## config.mk

```make
export PLATFORM = sky130hd
export DESIGN_NAME = mrvd_fifo
export DESIGN_NICKNAME = d
export VERILOG_FILES = /design/src/hdl/mrvd_pkg.sv /design/src/hdl/mrvd_fifo.sv
export SDC_FILE = /design/constraint.sdc
export NUM_CORES = 1
export LEC_CHECK = 0
export BUFFER_PORTS_ARGS = -buffer_cell sky130_fd_sc_hd__buf_2
export CAP_MARGIN = 0
export CORE_ASPECT_RATIO = 1.5
export CORE_MARGIN = 3
export CORE_UTILIZATION = 45
export DETAILED_ROUTE_END_ITERATION = 12
export GPL_ROUTABILITY_DRIVEN = 0
export SYNTH_ARGS = -nofsm -noshare
export SYNTH_HDL_FRONTEND = slang
export SYNTH_SLANG_ARGS = --single-unit
```

## constraint.sdc

```tcl
create_clock -name clk -period 3.06 [get_ports clk]
set_clock_uncertainty 0.2 [all_clocks]
set_input_delay 0 -clock clk [delete_from_list [all_inputs] [get_ports clk]]
set_output_delay 0 -clock clk [all_outputs]
set_load 0.05 [all_outputs]
```

## src/hdl/mrvd_pkg.sv

```systemverilog
package mrvd_pkg;

  localparam int RAW_W  = 32;
  localparam int EXP_W  = 5;
  localparam int TAG_W  = 8;
  localparam int VAL_W  = 32;
  localparam int OPND_W = 32;
  localparam int POW_W  = 30;
  localparam int PROD_W = 62;
  localparam int DIVD_W = 60;
  localparam int REM_W  = 30;
  localparam int DIV_BPS    = 4;
  localparam int DIV_STAGES = DIVD_W / DIV_BPS;
  localparam int T_W    = 64;
  localparam int RP_W   = 6;
  localparam int SH_W   = 10;
  localparam int RND_W  = 25;

  typedef enum logic [1:0] {
    FMT_INT16   = 2'd0,
    FMT_INT32   = 2'd1,
    FMT_FLOAT32 = 2'd2,
    FMT_NONE    = 2'd3
  } fmt_t;

  typedef enum logic [1:0] {
    ORD_LB_LW = 2'd0,
    ORD_LB_HW = 2'd1,
    ORD_HB_LW = 2'd2,
    ORD_HB_HW = 2'd3
  } ord_t;

  localparam logic CFG_FORMAT = 1'b0;
  localparam logic CFG_ORDER  = 1'b1;

  typedef enum logic [2:0] {
    K_INVALID,
    K_ZERO,
    K_IDIV,
    K_IMUL,
    K_FDIV,
    K_FMUL
  } kind_t;

  typedef struct packed {
    kind_t             kind;
    logic              neg;
    logic [7:0]        fexp;
    logic [3:0]        k;
    logic [OPND_W-1:0] opnd;
    logic [TAG_W-1:0]  tag;
  } item_t;

  typedef struct packed {
    kind_t             kind;
    logic              neg;
    logic [7:0]        fexp;
    logic [3:0]        k;
    logic [TAG_W-1:0]  tag;
    logic [PROD_W-1:0] prod;
  } sb_t;

  function automatic logic [POW_W-1:0] pow_ten(input logic [3:0] k);
    logic [POW_W-1:0] p;
    unique case (k)
      4'd0:    p = 30'd1;
      4'd1:    p = 30'd10;
      4'd2:    p = 30'd100;
      4'd3:    p = 30'd1000;
      4'd4:    p = 30'd10000;
      4'd5:    p = 30'd100000;
      4'd6:    p = 30'd1000000;
      4'd7:    p = 30'd10000000;
      4'd8:    p = 30'd100000000;
      4'd9:    p = 30'd1000000000;
      default: p = '0;
    endcase
    return p;
  endfunction

  // lowest possible msb of the quotient word (quotient shifted up by two)
  function automatic logic [RP_W-1:0] msb_div(input logic [3:0] k);
    logic [RP_W-1:0] m;
    unique case (k)
      4'd0:    m = 6'd58;
      4'd1:    m = 6'd54;
      4'd2:    m = 6'd51;
      4'd3:    m = 6'd48;
      4'd4:    m = 6'd44;
      4'd5:    m = 6'd41;
      4'd6:    m = 6'd38;
      4'd7:    m = 6'd34;
      4'd8:    m = 6'd31;
      4'd9:    m = 6'd28;
      default: m = 6'd28;
    endcase
    return m;
  endfunction

  // lowest possible msb of the product word (product shifted up by two)
  function automatic logic [RP_W-1:0] msb_mul(input logic [3:0] k);
    logic [RP_W-1:0] m;
    unique case (k)
      4'd0:    m = 6'd25;
      4'd1:    m = 6'd28;
      4'd2:    m = 6'd31;
      4'd3:    m = 6'd34;
      4'd4:    m = 6'd38;
      4'd5:    m = 6'd41;
      4'd6:    m = 6'd44;
      4'd7:    m = 6'd48;
      4'd8:    m = 6'd51;
      4'd9:    m = 6'd54;
      default: m = 6'd25;
    endcase
    return m;
  endfunction

endpackage

```

## src/hdl/mrvd_fifo.sv

```systemverilog
module mrvd_fifo
  import mrvd_pkg::*;
#(
  parameter int DEPTH = 4
) (
  input  logic  clk,
  input  logic  rst_n,
  input  logic  wr_en,
  input  item_t wr_item,
  output logic  full,
  input  logic  rd_en,
  output item_t rd_item,
  output logic  empty
);

  localparam int AW = (DEPTH > 1) ? $clog2(DEPTH) : 1;

  item_t         mem_r [DEPTH];
  logic [AW-1:0] wp_r, rp_r;
  logic [AW:0]   cnt_r;
  logic          do_wr, do_rd;

  assign full    = (cnt_r == (AW+1)'(DEPTH));
  assign empty   = (cnt_r == '0);
  assign do_wr   = wr_en && !full;
  assign do_rd   = rd_en && !empty;
  assign rd_item = mem_r[rp_r];

  always_ff @(posedge clk) begin
    if (do_wr) begin
      mem_r[wp_r] <= wr_item;
    end
  end

  always_ff @(posedge clk) begin
    if (!rst_n) begin
      wp_r  <= '0;
      rp_r  <= '0;
      cnt_r <= '0;
    end else begin
      if (do_wr) begin
        wp_r <= (wp_r == AW'(DEPTH - 1)) ? '0 : wp_r + 1'b1;
      end
      if (do_rd) begin
        rp_r <= (rp_r == AW'(DEPTH - 1)) ? '0 : rp_r + 1'b1;
      end
      unique case ({do_wr, do_rd})
        2'b10:   cnt_r <= cnt_r + 1'b1;
        2'b01:   cnt_r <= cnt_r - 1'b1;
        default: cnt_r <= cnt_r;
      endcase
    end
  end

endmodule

```

==> results of run 1 <==
power by group:
group          total [mW]  internal, mW  switching (mW)  leakage (nW)
combinational        2.88         0.949            1.93          1.22
clock                2.45          1.41            1.04         0.311
sequential           4.04          3.86           0.176          2.13
total                9.36          6.22            3.14          3.66
kinds of logic (layout without fill, tap and decap cells):
logic type,after synthesis,in the layout
AO/OA/AOI/OAI,6,6
XOR/XNOR,2,2
adder cells (fa/ha/maj),7,7
buffers and inverters,21,228
flip-flops,233,233
multiplexers,58,58
AND/OR/NAND/NOR,21,21
critical path, cell delays in order (launching register included):
cell and delay [ns]:
dfxtp_4 0.65, buf_4 0.34, mux4_2 0.55, buf_2 0.23
metrics by stage:
stage	setup WS (ns)	instance area (um2)	utilization [%]	cells	hold slack, ns
after global routing	0.430	10800	57.5	807	0.0518
final	0.587	10800	57.5	807	0.0606
after global placement	0.791	9530	50.9	713	0.0106
after floorplan	0.236	8610	-	348	-0.101
after detailed placement	0.655	9530	50.9	713	0.0183
after CTS	0.501	10800	57.5	807	0.0400
state kept, by name, summed over array words and instances, names as in the netlist, named ones only:
register	flops
cnt_r	3
wp_r	2
rp_r	2
mem_r	224
worst max-delay path by stage:
stage / startpoint / endpoint / slack [ns]
floorplan: cnt_r[2] / mem_r[0][0] / 0.24
global placement: cnt_r[2] / mem_r[0][2] / 0.79
detailed placement: cnt_r[2] / cnt_r[2] / 0.65
CTS: flop / rd_item[22] / 0.50
global route: flop / rd_item[52] / 0.43
finish: flop / rd_item[2] / 0.59
routing by layer:
layer	wire, um	vias to the layer above
li1	-	1846
met1	6280	2059
met2	8250	91
met3	624	22
met4	324	0
met5	0	-
area by class of cell:
| type | count | area, um2 |
|---|---|---|
| inverter | 7 | 26.3 |
| clock inverter | 6 | 55.1 |
| timing repair buffer | 186 | 1310 |
| multi-input combinational | 94 | 1550 |
| tap | 252 | 315 |
| clock buffer | 29 | 586 |
| fill | 1409 | 7940 |
| sequential | 233 | 6910 |
placed cells by master, fill, tap and decap left out, types with 6 or more instances in the layout:
cell	Yosys	final
dfxtp_1	9	7
buf_2	6	117
clkbuf_16	0	21
mux4_2	56	56
dlygate4sd3_1	0	59
inv_1	7	7
ha_1	6	6
edfxtp_1	224	224
nand2_1	7	7
==> out/summary.json, run 1 <==
{
  "timing": {
    "maxSlewViolCount": 0,
    "max-slew-margin-rel_pct": 60.3,
    "count_of_final_setup_violators": 0,
    "count_of_final_hold_check_violations": 0,
    "grt_setup_unrepaired": "false",
    "timing_worst_slew_pin_value_ns": 0.595,
    "timing.fmax_mhz": 404,
    "fin_crit_ns": 2.47,
    "timing.setup.tns_ns": 0,
    "final_worst_path_period_share_pct": 80.8
  },
  "critical_path": {
    "start_kind": "flop",
    "timing.rr.end": "cnt_r[2]",
    "critPathCaptureType": "primary output",
    "path_max_fanout": 22,
    "worstPathRequired_ns": 2.86,
    "reg2reg_setup_slack_ns": 0.63,
    "r2r-start": "cnt_r[2]",
    "ff2ff_path_depth": 9,
    "critPathArrivalTime_ns": 2.27,
    "crit_type": "flop to primary output"
  },
  "power_and_ir_drop": {
    "leakage_nw": 3.66,
    "powerDensity_nw_per_um2": 870,
    "worst_ir_drop_vdd_uv": 439,
    "post_route_total_power_mw": 9.36
  },
  "yosys": {
    "synthXorXnorAreaFrac_pct": 0.203,
    "synth_sequential_area_ratio_pct": 80.2,
    "ys_types": 25,
    "async_reset_ff_share_pct": 0,
    "netlist_instances": 348,
    "synth_top_family_by_area": "multiplexers",
    "synth_nets": 415,
    "post-synth-top-count-cell": "edfxtp_1",
    "synth_top_area_share_pct": 78.1,
    "synth_seq_cells": 233,
    "mappedNetlistArea_um2": 8610,
    "synth-warning-count": 0,
    "synth-simple-area-share_pct": 1.29,
    "ys_dominant_reg_cell": "edfxtp_1",
    "post-synth-top-area-cell": "edfxtp_1",
    "post_synth_most_frequent_cells": "224 x edfxtp_1, 56 x mux4_2, 9 x dfxtp_1, 7 x inv_1, 7 x nand2_1",
    "synth_top_cells_by_area": "edfxtp_1 78%, mux4_2 15%, dfxtp_1 2.1%",
    "synth_enable_flop_cells": 224,
    "post_synth_mux_area_share_pct": 14.9,
    "post_synth_fa_ha_maj_area_fraction_pct": 1.10,
    "synth_area_per_cell_um2": 24.7,
    "synth_compound_area_share_pct": 0.407
  },
  "die": {
    "io_pins": 118,
    "floorplan.die.height_um": 175,
    "fp.dieArea_um2": 20900,
    "core-area_um2": 18700,
    "rows": 61,
    "die_w_um": 119,
    "start_util_pct": 46.0
  },
  "layout": {
    "drive_above_1_share_pct": 39.3,
    "syn_to_final_growth_pct": 25.0,
    "diodes": 0,
    "nets": 610
  },
  "run": {
    "max_cap_viol_count": 0
  },
  "global_routing": {
    "first_global_vias": 4394,
    "globalRoute.busiestLayer": "met2",
    "global_route.usage.met2_pct": 26.2,
    "antenna_found_initial": 0,
    "globalRouteOverflowTotal": 0,
    "gr-usage-met3_pct": 2.51,
    "grtUsageTotal_pct": 14.9,
    "grt_pass1_wl_mm": 24.0,
    "groute.layer.met1.usage_pct": 19.0,
    "grt_max_degree": 31
  },
  "clocking": {
    "tritoncts.num_buffers": 21,
    "worstSkewPairLatency_ns": 0.49,
    "post_cts.resized_instances": 0,
    "clk_pin_slew_ns": 0.06,
    "post-cts-setup-buffer-count": 0,
    "cts-root-to-sink-buffers": 3,
    "cts_max_level": 1,
    "tritoncts": "done",
    "cts_sinks": 233,
    "root_buf_cell": "clkbuf_16",
    "ctsHoldBuffers": 59
  },
  "routing": {
    "wire_per_inst_um": 19.2,
    "drt_wl_total_mm": 15.5,
    "initialDrtViolationCount": 213,
    "number_of_remaining_drc_errors": 0,
    "route.detailed.vias_per_inst": 4.98,
    "drt_first_pass_iters": 4,
    "ant_nets": 0,
    "vias": 4018
  },
  "place": {
    "detailed_place_hpwl_mm": 9.38,
    "place.port_buffers": 117
  },
  "min_path": {
    "hold_start": "wr_item[43]",
    "holdPathStages": 2,
    "hold_class": "primary input to flop",
    "whs_endpoint": "mem_r[0][43]"
  },
  "outcome": {
    "run_status": "complete, no violations"
  }
}
Note: power is estimated with default switching activity, not from simulation.
==> run 2, diff against run 1 <==
Settings changed: PLACE_DENSITY set to 0.67.
Clock period 3.06 ns to 2.2 ns, I/O delays scaled along.
==> run 2 against run 1 <==
Power rose by 43%. Setup slack worse by 0.54 ns. First-iteration DRC count down 3.8%. Global-route usage is 0.29 points higher. Critical path type is now flop to flop. Critical endpoint is now cnt_r[2]. Largest cell class unchanged.
==> out/summary.json, run 2 (same netlist as run 1, synthesis figures left out) <==
{
  "run": {
    "max_cap_viol_count": 0
  },
  "layout": {
    "final_common_cell": "edfxtp_1",
    "nets": 617,
    "post-route-util_pct": 58.7,
    "num-fill-cells": 1368,
    "syn_to_final_growth_pct": 27.4,
    "largest_register_ffs": 224,
    "top_regs": "mem_r: 224 flops, cnt_r: 3 flops",
    "largest_register": "mem_r",
    "most-common-layout-cells": "224 x edfxtp_1, 117 x buf_2, 60 x dlygate4sd3_1",
    "drive_above_1_share_pct": 41.5,
    "fin_cells": 817
  },
  "die": {
    "start_util_pct": 46.0,
    "io_pins": 118,
    "core-area_um2": 18700,
    "die_w_um": 119,
    "fp.dieArea_um2": 20900,
    "floorplan.die.height_um": 175,
    "rows": 61
  },
  "timing": {
    "maxSlewViolCount": 0,
    "final_worst_path_period_share_pct": 97.8,
    "fin_crit_ns": 2.15,
    "max-slew-margin-rel_pct": 76.6,
    "timing.hold.ws_ns": 0.0555,
    "timing.setup.tns_ns": 0,
    "timing_worst_slew_pin_value_ns": 0.352,
    "count_of_final_setup_violators": 0,
    "count_of_final_hold_check_violations": 0,
    "grt_setup_unrepaired": "true",
    "timing.fmax_mhz": 465
  },
  "power_and_ir_drop": {
    "powerDensity_nw_per_um2": 1220,
    "post_route_total_power_mw": 13.4,
    "worst_ir_drop_vdd_uv": 812,
    "leakage_nw": 3.73
  },
  "place": {
    "place.port_buffers": 117,
    "dp.cells": 716,
    "detailed_place_hpwl_mm": 9.74
  },
  "critical_path": {
    "critPathArrivalTime_ns": 2.36,
    "critPathCaptureType": "flop",
    "worstPathRequired_ns": 2.40,
    "path_max_fanout": 5,
    "start_kind": "flop",
    "crit_type": "flop to flop"
  },
  "routing": {
    "number_of_remaining_drc_errors": 0,
    "initialDrtViolationCount": 205,
    "vias": 4087,
    "route.detailed.vias_per_inst": 5.00,
    "drt_wl_total_mm": 15.6,
    "drt_first_pass_iters": 4,
    "ant_nets": 0,
    "wire_per_inst_um": 19.0
  },
  "clocking": {
    "cts-root-to-sink-buffers": 3,
    "root_buf_cell": "clkbuf_16",
    "worstSkewPairLatency_ns": 0.49,
    "tritoncts.num_buffers": 22,
    "tritoncts": "done",
    "cts_sinks": 233,
    "clk_pin_slew_ns": 0.06,
    "cts_max_level": 1
  },
  "min_path": {
    "hold_class": "primary input to flop"
  },
  "global_routing": {
    "grt_max_degree": 57,
    "first_global_vias": 4572,
    "antenna_found_initial": 1,
    "grt_pass1_wl_mm": 24.8,
    "grtUsageTotal_pct": 15.2,
    "globalRouteOverflowTotal": 0
  },
  "outcome": {
    "run_status": "complete, no violations"
  }
}
run 2: layout make-up:
| type | instances | area (um2) | area share [%] |
|---|---|---|---|
| Timing Repair Buffer | 192 | 1440 | 13.1 |
| Clock inverter | 11 | 110 | 1.00 |
| Clock buffer | 27 | 591 | 5.38 |
| Multi-Input combinational cell | 94 | 1570 | 14.3 |
| Antenna cell | 1 | 2.50 | 0.0228 |
| Inverter | 7 | 26.3 | 0.240 |
| Sequential cell | 233 | 6920 | 63.1 |
| Tap cell | 252 | 315 | 2.87 |
run 2: timing repair:
action	CTS	global route
hold buffers	60	0
hold endpoints to repair	233	0
resized for setup	0	2
buffers inserted	0	2
setup endpoints to repair	0	2
run 2: path summary, 6_finish.rpt:
| kind | to | slack, ns | cells after the start | from |
|---|---|---|---|---|
| hold / removal | mem_r[3][6] | 0.06 | 2 | wr_item[6] |
| setup reg to reg | cnt_r[2] | 0.05 | 9 | cnt_r[1] |
| hold reg to reg | cnt_r[2] | 0.30 | 2 | cnt_r[2] |
| setup / recovery | cnt_r[2] | 0.05 | 9 | cnt_r[1] |
run 2: worst max-delay path, cell delays in order, from the launching register on:
cell and delay (ns):
dfxtp_2 0.36, nor3b_4 0.23, nor2b_2 0.08, inv_2 0.07
ha_4 0.13, inv_2 0.04, fa_2 0.35, xor2_1 0.16
or3_1 0.31, a21boi_1 0.14
run 2: metrics by stage:
step | worst slack, ns | area (um2)
after global placement | 0.181 | 9650
after floorplan | -0.306 | 8640
final | 0.0485 | 11000
after global routing | -0.0758 | 11000
after CTS | 0.0459 | 10900
after detailed placement | 0.0885 | 9650
run 2: routing by layer:
metal / global-route usage [%] / vias up / share of wire, %
li1: - / 1861 / -
met4: 4.16 / 0 / 2.0
met5: 0 / - / 0
met3: 2.13 / 26 / 3.1
met2: 28.8 / 86 / 57
met1: 18.0 / 2114 / 38
run 2: report_power, final:
part           internal [mW]  switching (mW)  leakage, nW
logic                   1.43            2.83         1.26
registers               5.37           0.130         2.13
clock network           2.14            1.48        0.337
total                   8.94            4.44         3.73
