## src/hdl/mrvd_pkg.sv

```systemverilog
package mrvd_pkg;

  localparam int RAW_W  = 32;
  localparam int EXP_W  = 5;
  localparam int TAG_W  = 8;
  localparam int VAL_W  = 32;
  localparam int OPND_W = 32;
  localparam int POW_W  = 30;
  localparam int PROD_W = 62;
  localparam int DIVD_W = 60;
  localparam int REM_W  = 30;
  localparam int DIV_BPS    = 4;
  localparam int DIV_STAGES = DIVD_W / DIV_BPS;
  localparam int T_W    = 64;
  localparam int RP_W   = 6;
  localparam int SH_W   = 10;
  localparam int RND_W  = 25;

  typedef enum logic [1:0] {
    FMT_INT16   = 2'd0,
    FMT_INT32   = 2'd1,
    FMT_FLOAT32 = 2'd2,
    FMT_NONE    = 2'd3
  } fmt_t;

  typedef enum logic [1:0] {
    ORD_LB_LW = 2'd0,
    ORD_LB_HW = 2'd1,
    ORD_HB_LW = 2'd2,
    ORD_HB_HW = 2'd3
  } ord_t;

  localparam logic CFG_FORMAT = 1'b0;
  localparam logic CFG_ORDER  = 1'b1;

  typedef enum logic [2:0] {
    K_INVALID,
    K_ZERO,
    K_IDIV,
    K_IMUL,
    K_FDIV,
    K_FMUL
  } kind_t;

  typedef struct packed {
    kind_t             kind;
    logic              neg;
    logic [7:0]        fexp;
    logic [3:0]        k;
    logic [OPND_W-1:0] opnd;
    logic [TAG_W-1:0]  tag;
  } item_t;

  typedef struct packed {
    kind_t             kind;
    logic              neg;
    logic [7:0]        fexp;
    logic [3:0]        k;
    logic [TAG_W-1:0]  tag;
    logic [PROD_W-1:0] prod;
  } sb_t;

  function automatic logic [POW_W-1:0] pow_ten(input logic [3:0] k);
    logic [POW_W-1:0] p;
    unique case (k)
      4'd0:    p = 30'd1;
      4'd1:    p = 30'd10;
      4'd2:    p = 30'd100;
      4'd3:    p = 30'd1000;
      4'd4:    p = 30'd10000;
      4'd5:    p = 30'd100000;
      4'd6:    p = 30'd1000000;
      4'd7:    p = 30'd10000000;
      4'd8:    p = 30'd100000000;
      4'd9:    p = 30'd1000000000;
      default: p = '0;
    endcase
    return p;
  endfunction

  // lowest possible msb of the quotient word (quotient shifted up by two)
  function automatic logic [RP_W-1:0] msb_div(input logic [3:0] k);
    logic [RP_W-1:0] m;
    unique case (k)
      4'd0:    m = 6'd58;
      4'd1:    m = 6'd54;
      4'd2:    m = 6'd51;
      4'd3:    m = 6'd48;
      4'd4:    m = 6'd44;
      4'd5:    m = 6'd41;
      4'd6:    m = 6'd38;
      4'd7:    m = 6'd34;
      4'd8:    m = 6'd31;
      4'd9:    m = 6'd28;
      default: m = 6'd28;
    endcase
    return m;
  endfunction

  // lowest possible msb of the product word (product shifted up by two)
  function automatic logic [RP_W-1:0] msb_mul(input logic [3:0] k);
    logic [RP_W-1:0] m;
    unique case (k)
      4'd0:    m = 6'd25;
      4'd1:    m = 6'd28;
      4'd2:    m = 6'd31;
      4'd3:    m = 6'd34;
      4'd4:    m = 6'd38;
      4'd5:    m = 6'd41;
      4'd6:    m = 6'd44;
      4'd7:    m = 6'd48;
      4'd8:    m = 6'd51;
      4'd9:    m = 6'd54;
      default: m = 6'd25;
    endcase
    return m;
  endfunction

endpackage

```

## src/hdl/mrvd_front.sv

```systemverilog
module mrvd_front
  import mrvd_pkg::*;
(
  input  logic             clk,
  input  logic             rst_n,
  input  logic             in_valid,
  output logic             in_ready,
  input  logic [RAW_W-1:0] raw_bytes,
  input  logic [EXP_W-1:0] scale_exponent,
  input  logic [TAG_W-1:0] value_index,
  input  fmt_t             fmt,
  input  ord_t             ord,
  output logic             out_valid,
  input  logic             out_ready,
  output item_t            out_item
);

  logic  f_v_r;
  item_t f_item_r, f_item_nxt;

  logic [7:0]        b0, b1, b2, b3;
  logic [15:0]       w16;
  logic [31:0]       w32, v32, mag;
  logic signed [EXP_W-1:0] e;
  logic [EXP_W-1:0]  e_neg;
  logic              in_range;

  assign in_ready  = !f_v_r || out_ready;
  assign out_valid = f_v_r;
  assign out_item  = f_item_r;

  always_comb begin
    b0 = raw_bytes[7:0];
    b1 = raw_bytes[15:8];
    b2 = raw_bytes[23:16];
    b3 = raw_bytes[31:24];
    w16 = (ord == ORD_LB_LW || ord == ORD_LB_HW) ? {b1, b0} : {b0, b1};
    unique case (ord)
      ORD_LB_LW: w32 = {b3, b2, b1, b0};
      ORD_LB_HW: w32 = {b1, b0, b3, b2};
      ORD_HB_LW: w32 = {b2, b3, b0, b1};
      ORD_HB_HW: w32 = {b0, b1, b2, b3};
      default:   w32 = {b0, b1, b2, b3};
    endcase
    e        = $signed(scale_exponent);
    e_neg    = EXP_W'(-scale_exponent);
    in_range = (e >= -5'sd9) && (e <= 5'sd9);
    v32 = (fmt == FMT_INT16) ? {{16{w16[15]}}, w16} : w32;
    mag = v32[31] ? 32'(-v32) : v32;

    f_item_nxt.tag  = value_index;
    f_item_nxt.k    = e[EXP_W-1] ? e_neg[3:0] : scale_exponent[3:0];
    f_item_nxt.fexp = w32[30:23];
    f_item_nxt.neg  = v32[31];
    f_item_nxt.opnd = mag;
    priority if (fmt == FMT_NONE || !in_range) begin
      f_item_nxt.kind = K_INVALID;
    end else if (fmt == FMT_FLOAT32) begin
      f_item_nxt.opnd = {8'd0, 1'b1, w32[22:0]};
      if (w32[30:23] == 8'hFF) begin
        f_item_nxt.kind = K_INVALID;
      end else if (w32[30:23] == 8'h00) begin
        f_item_nxt.kind = K_ZERO;
      end else begin
        f_item_nxt.kind = e[EXP_W-1] ? K_FMUL : K_FDIV;
      end
    end else begin
      f_item_nxt.kind = e[EXP_W-1] ? K_IMUL : K_IDIV;
    end
  end

  always_ff @(posedge clk) begin
    if (!rst_n) begin
      f_v_r <= 1'b0;
    end else if (in_ready) begin
      f_v_r <= in_valid;
    end
    if (in_ready && in_valid) begin
      f_item_r <= f_item_nxt;
    end
  end

endmodule

```

## config.mk

```make
export PLATFORM = sky130hd
export DESIGN_NAME = mrvd_front
export DESIGN_NICKNAME = d
export VERILOG_FILES = /design/src/hdl/mrvd_pkg.sv /design/src/hdl/mrvd_front.sv
export SDC_FILE = /design/constraint.sdc
export NUM_CORES = 1
export LEC_CHECK = 0
export BUFFER_PORTS_ARGS = -buffer_cell sky130_fd_sc_hd__buf_4
export CORE_ASPECT_RATIO = 1.5
export CORE_MARGIN = 5
export CORE_UTILIZATION = 56
export CTS_BUF_LIST = sky130_fd_sc_hd__clkbuf_4
export CTS_CLUSTER_SIZE = 30
export DETAILED_ROUTE_END_ITERATION = 7
export GPL_TIMING_DRIVEN = 0
export PLACE_DENSITY_LB_ADDON = 0.05
export SKIP_CTS_REPAIR_TIMING = 1
export SYNTH_ARGS = -nofsm -noshare
export SYNTH_HDL_FRONTEND = slang
export SYNTH_SLANG_ARGS = --single-unit
```

## constraint.sdc

```tcl
create_clock -name clk -period 4.7 [get_ports clk]
set_clock_uncertainty 0.1 [all_clocks]
set_input_delay 0.94 -clock clk [delete_from_list [all_inputs] [get_ports clk]]
set_output_delay 0.94 -clock clk [all_outputs]
set_load 0.01 [all_outputs]
```

==> results of run 1 <==
==> metal layers <==
metal | vias up | track usage [%] | routed length, um
met5 | - | 0 | 0
met4 | 0 | 18.3 | 911
met3 | 72 | 6.36 | 1460
met2 | 311 | 53.8 | 8130
met1 | 2203 | 35.9 | 5740
li1 | 2062 | - | -
==> logic make-up after synthesis <==
logic type	after synthesis	synth area share, %
AO/OA/AOI/OAI	148	21.4
AND/OR/NAND/NOR	136	14.8
multiplexers	57	16.8
flip-flops	57	36.3
buffers and inverters	41	4.92
XOR/XNOR	25	4.68
adder cells (fa/ha/maj)	4	1.07
==> power by group <==
group	internal [mW]	switching [mW]
Clock	0.219	0.190
Sequential	0.626	0.0130
Combinational	0.243	0.330
Total	1.09	0.533
==> registers in the layout, summed over array words and instances, names as in the netlist <==
name,cells
out_item,56
out_valid,1
==> cells in the mapped netlist, types with 8 or more instances <==
library cell	instances	area (um2)
a21oi_1	36	180
a22oi_1	8	60.1
clkbuf_1	14	52.6
edfxtp_1	56	1680
inv_1	9	33.8
mux2_2	11	124
mux2i_1	27	270
mux4_2	14	315
nand2_1	29	109
nor2_1	41	154
nor3_1	18	90.1
nor3b_1	10	75.1
o21ai_0	23	115
o22ai_1	13	81.3
xnor2_1	16	140
xor2_1	9	78.8
==> through the flow <==
step / instance area (um2) / TNS (ns) / instances / utilization, %
floorplan: 4680 / 0 / 468 / -
global placement: 5620 / -0.649 / 682 / 67.6
detailed placement: 5640 / -0.700 / 683 / 67.9
CTS: 5800 / 0 / 699 / 69.8
global route: 5800 / 0 / 700 / 69.8
finish: 5800 / 0 / 700 / 69.8
==> cell type report <==
| class | count | area share, % |
|---|---|---|
| inverter | 10 | 0.647 |
| buffer | 31 | 3.34 |
| timing repair buffer | 108 | 14.2 |
| sequential | 57 | 29.3 |
| antenna | 1 | 0.0431 |
| clock buffer | 10 | 1.29 |
| multi-input combinational | 370 | 47.4 |
| tap | 107 | 2.31 |
| clock inverter | 6 | 1.42 |
==> worst min path at each step <==
stage                   start   endpoint  slack, ns  cells past startpoint
detailed placement  out_valid  out_valid       0.47                      2
CTS                 out_valid  out_valid       0.49                      2
finish              out_valid  out_valid       0.49                      2
global placement    out_valid  out_valid       0.41                      2
global route        out_valid  out_valid       0.53                      2
floorplan           out_valid  out_valid       0.51                      2
==> worst min-delay path, stage by stage (launching register included) <==
cell and delay [ns]:
dfxtp_1 0.32, nand2b_1 0.12, a21boi_0 0.10
==> flow_summary.ini, run 1 <==
[timing]
setup_viol = 0
final-hold-violation-count = 0
fin_ws_ns = 0.238
fmax_mhz = 224
period_share_pct = 94.9
slew_headroom_pct = 20.0
hold_ws_ns = 0.487
period_minus_slack_ns = 4.46
slew_violations = 0
worstMarginPinSlew_ns = 1.19
rsz0062_at_grt = no

[layout]
nets = 644
layout_common_cells = buf_4 (108), edfxtp_1 (56), nor2_1 (41)
fill_cells = 667
drive_gt1_share_pct = 32.1
ff_latch_area_um2 = 1700
final_common_cell = buf_4
multi_input_area_um2 = 2750
area_delta_synth_final_pct = 23.9

[placed_design]
portBuffers = 107
dp_worst_setup_slack_ns = -0.199
dp.final_hpwl_mm = 12.2
place.gp.congestion = 1.09

[critical_path]
cp_cell_sequence = buf_6 > buf_4 > buf_2 > buf_2 > mux2_2 > o21ai_0 > o21a_1 > ha_1 > nand4_1 > o22ai_2 > nand4_2 > o31ai_1 > xor2_1 > nor2_1
cp_slowest_stage_delay_ns = 0.44
required_ns = 4.76
rrSetupSlack_ns = 3.11
critPathTopFamily = compound AO/OA/AOI/OAI gates
worstRegToRegCells = 3
cp_common_cell = buf_2
end_kind = register
critPathKind = in -> reg
critPathLaunchType = primary input
path_buf_inv = 4
cp_data_arrival_time_ns = 4.52
cp_num_cells = 14
cp_max_fo = 10
r2r-start = out_valid
crit_path_end = out_item[28]
cpMaxStageDelayCell = o22ai_2
r2r_end = out_item[40]
cp-startpoint = ord[1]

[global_route]
grt_pass1_vias = 4577
track_usage_pct = 31.3
antenna_found_initial = 1
gr-total-overflow = 0
grt_start_max_net_pins = 42
grt_pass1_wl_mm = 24.7

[run]
cap_violations = 0

[logic_synthesis]
synth_edf_count = 56
synthCells = 468
syn-num-nets = 525
yosys_warnings = 0
syn_area_per_cell_um2 = 10.0
async_flop_share_pct = 0
synth-seq-cells = 57
synth.distinct_cells = 69
syn_area_um2 = 4680
ys.flop_type = edfxtp_1
ys_seq_area_share_pct = 36.3

[floorplanning]
start_util_pct = 56.4
ios = 111
coreArea_um2 = 8310
fp-row-count = 41
die_x_um = 84.7
die_h_um = 122
fp.dieArea_um2 = 10300

[detailed_routing]
drc = 0
vias_per_cell = 6.64
firstDrtPassIters = 6
wire_per_inst_um = 23.2
ant_nets = 0
wirelength_mm = 16.2
vias = 4648
drt-initial-drc-count = 460

[clocking]
cts.sinks = 57
clk_latency_ns = 0.42
clock_tree.buffer_depth = 2
clkSlewWorstSetupHoldPaths_ns = 0.09
ctsRootBufferMaster = clkbuf_4
cts_made_buffers = 9
htreeDepth = 3
cts_tree = built

[hold_path]
hp-class = reg -> reg

[power]
ir_worst_vdd_mv = 0.214
power_mw = 1.62
power_density_nw_per_um2 = 279
p_leak_nw = 2.28

[run_status]
outcome = finished clean
Note: power is estimated with default switching activity, not from simulation.
==> run 2, diff against run 1 <==
--- a/config.mk
+++ b/config.mk
@@ -8,7 +8,7 @@
 export BUFFER_PORTS_ARGS = -buffer_cell sky130_fd_sc_hd__buf_4
 export CORE_ASPECT_RATIO = 1.5
 export CORE_MARGIN = 5
-export CORE_UTILIZATION = 56
+export CORE_UTILIZATION = 61
 export CTS_BUF_LIST = sky130_fd_sc_hd__clkbuf_4
 export CTS_CLUSTER_SIZE = 30
 export DETAILED_ROUTE_END_ITERATION = 7
==> constraint.sdc (replaced) <==
create_clock -name clk -period 5.5 [get_ports clk]
set_clock_uncertainty 0.1 [all_clocks]
set_input_delay 1.1 -clock clk [delete_from_list [all_inputs] [get_ports clk]]
set_output_delay 1.1 -clock clk [all_outputs]
set_load 0.01 [all_outputs]
==> flow_summary.ini, run 2 (same netlist as run 1, synthesis figures left out) <==
[power]
p_seq_share_pct = 42.5
p_sw_uw = 447
p_leak_nw = 2.25
swShare_pct = 34.7
power_frac_clock_pct = 19.0
p_int_uw = 840
ir_worst_vdd_mv = 0.159
power_mw = 1.29
power_density_nw_per_um2 = 224
comb_power_share_pct = 38.5

[layout]
final_cells = 693
fill_cells = 517
area_delta_synth_final_pct = 22.5
nets = 644
drive_gt1_share_pct = 31.8
largest_reg_flops = 56
final_area_um2 = 5740
antenna_cells = 0
final_common_cell = buf_4
layout_common_cells = buf_4 (108), edfxtp_1 (56), nor2_1 (41)

[detailed_routing]
wire_per_inst_um = 23.0
ant_nets = 0
drt-initial-drc-count = 611
firstDrtPassIters = 6
vias_per_cell = 6.96
drc = 0
wirelength_mm = 16.0
vias = 4825

[critical_path]
critPathLaunchType = primary input
r2r-start = out_valid
required_ns = 5.54
cp_max_fo = 10
critPathKind = in -> reg
cp-startpoint = ord[0]
crit_path_end = out_item[36]
worstRegToRegCells = 3
rrSetupSlack_ns = 3.96
r2r_end = out_item[48]
cp_data_arrival_time_ns = 4.76
end_kind = register

[run_status]
outcome = finished clean

[global_route]
gr-total-overflow = 0
antenna_found_initial = 0
grt_pass1_wl_mm = 23.8
track_usage_pct = 33.1
grt_pass1_vias = 4617
grt_start_max_net_pins = 43

[placed_design]
dp.cells = 678
portBuffers = 107
place_area_um2 = 5640
place.gp.congestion = 1.09
dp.final_hpwl_mm = 12.2

[timing]
worstMarginPinSlew_ns = 1.03
slew_violations = 0
hold_ws_ns = 0.455
fmax_mhz = 212
period_share_pct = 85.8
final-hold-violation-count = 0
slew_headroom_pct = 30.5
setup_viol = 0
rsz0062_at_grt = no
period_minus_slack_ns = 4.72
fin_tns_setup_ns = 0

[floorplanning]
coreArea_um2 = 7560
ios = 111
start_util_pct = 61.9
die_h_um = 117
fp-row-count = 39
die_x_um = 81.5
fp.dieArea_um2 = 9570

[hold_path]
hp-class = reg -> reg
whs_path_depth = 2

[clocking]
clkSlewWorstSetupHoldPaths_ns = 0.09
ctsRootBufferMaster = clkbuf_4
cts.sinks = 57
clock_tree.buffer_depth = 2
htreeDepth = 3
cts_tree = built
clk_latency_ns = 0.41
cts_made_buffers = 9

[run]
cap_violations = 0
## run 2: routing by layer
metal,GRT usage (%),up-vias,wire length [um]
met5,0,-,0
met2,53.2,409,7550
met1,34.9,2235,5230
met3,8.59,120,1780
met4,27.3,0,1380
li1,-,2061,-
## run 2: cell type report
class,count,area [um2],share of cell area (%)
Buffer,31,193,3.36
Clock buffer,11,82.6,1.44
Clock inverter,4,21.3,0.371
Inverter,10,37.5,0.654
Multi-Input combinational cell,370,2750,48.0
Sequential cell,57,1700,29.6
Tap cell,102,128,2.22
Timing Repair Buffer,108,823,14.3
## run 2: stage by stage
| stage | setup WS [ns] | utilization [%] |
|---|---|---|
| 2_1_floorplan | 1.28 | - |
| 5_1_grt | 0.705 | 75.9 |
| 6_report | 0.780 | 75.9 |
| 4_1_cts | 0.922 | 75.9 |
| 3_3_place_gp | 0.576 | 74.2 |
| 3_5_place_dp | 0.522 | 74.5 |
## run 2: worst min-delay path by stage
stage               from   endpoint
2_1_floorplan  out_valid  out_valid
3_3_place_gp   out_valid  out_valid
3_5_place_dp   out_valid  out_valid
4_1_cts        out_valid  out_valid
5_1_grt        out_valid  out_valid
6_report       out_valid  out_valid
## run 2: power groups by stage
stage          clock network [mW]  registers [mW]  logic [mW]
2_1_floorplan                   0           0.580       0.265
3_3_place_gp                    0           0.556       0.464
3_5_place_dp                    0           0.557       0.480
4_1_cts                     0.245           0.547       0.483
5_1_grt                     0.276           0.550       0.519
6_report                    0.245           0.547       0.496
## run 2: critical path, stage by stage
cell and delay, ns:
clkbuf_2 0.17, o21a_1 0.20, buf_2 0.27, buf_1 0.47, mux4_2 0.60, inv_1 0.07, ha_1 0.30, nand4_1 0.17
o22ai_2 0.39, nand4_2 0.30, o31ai_2 0.40, xnor2_1 0.22, nor2_1 0.08
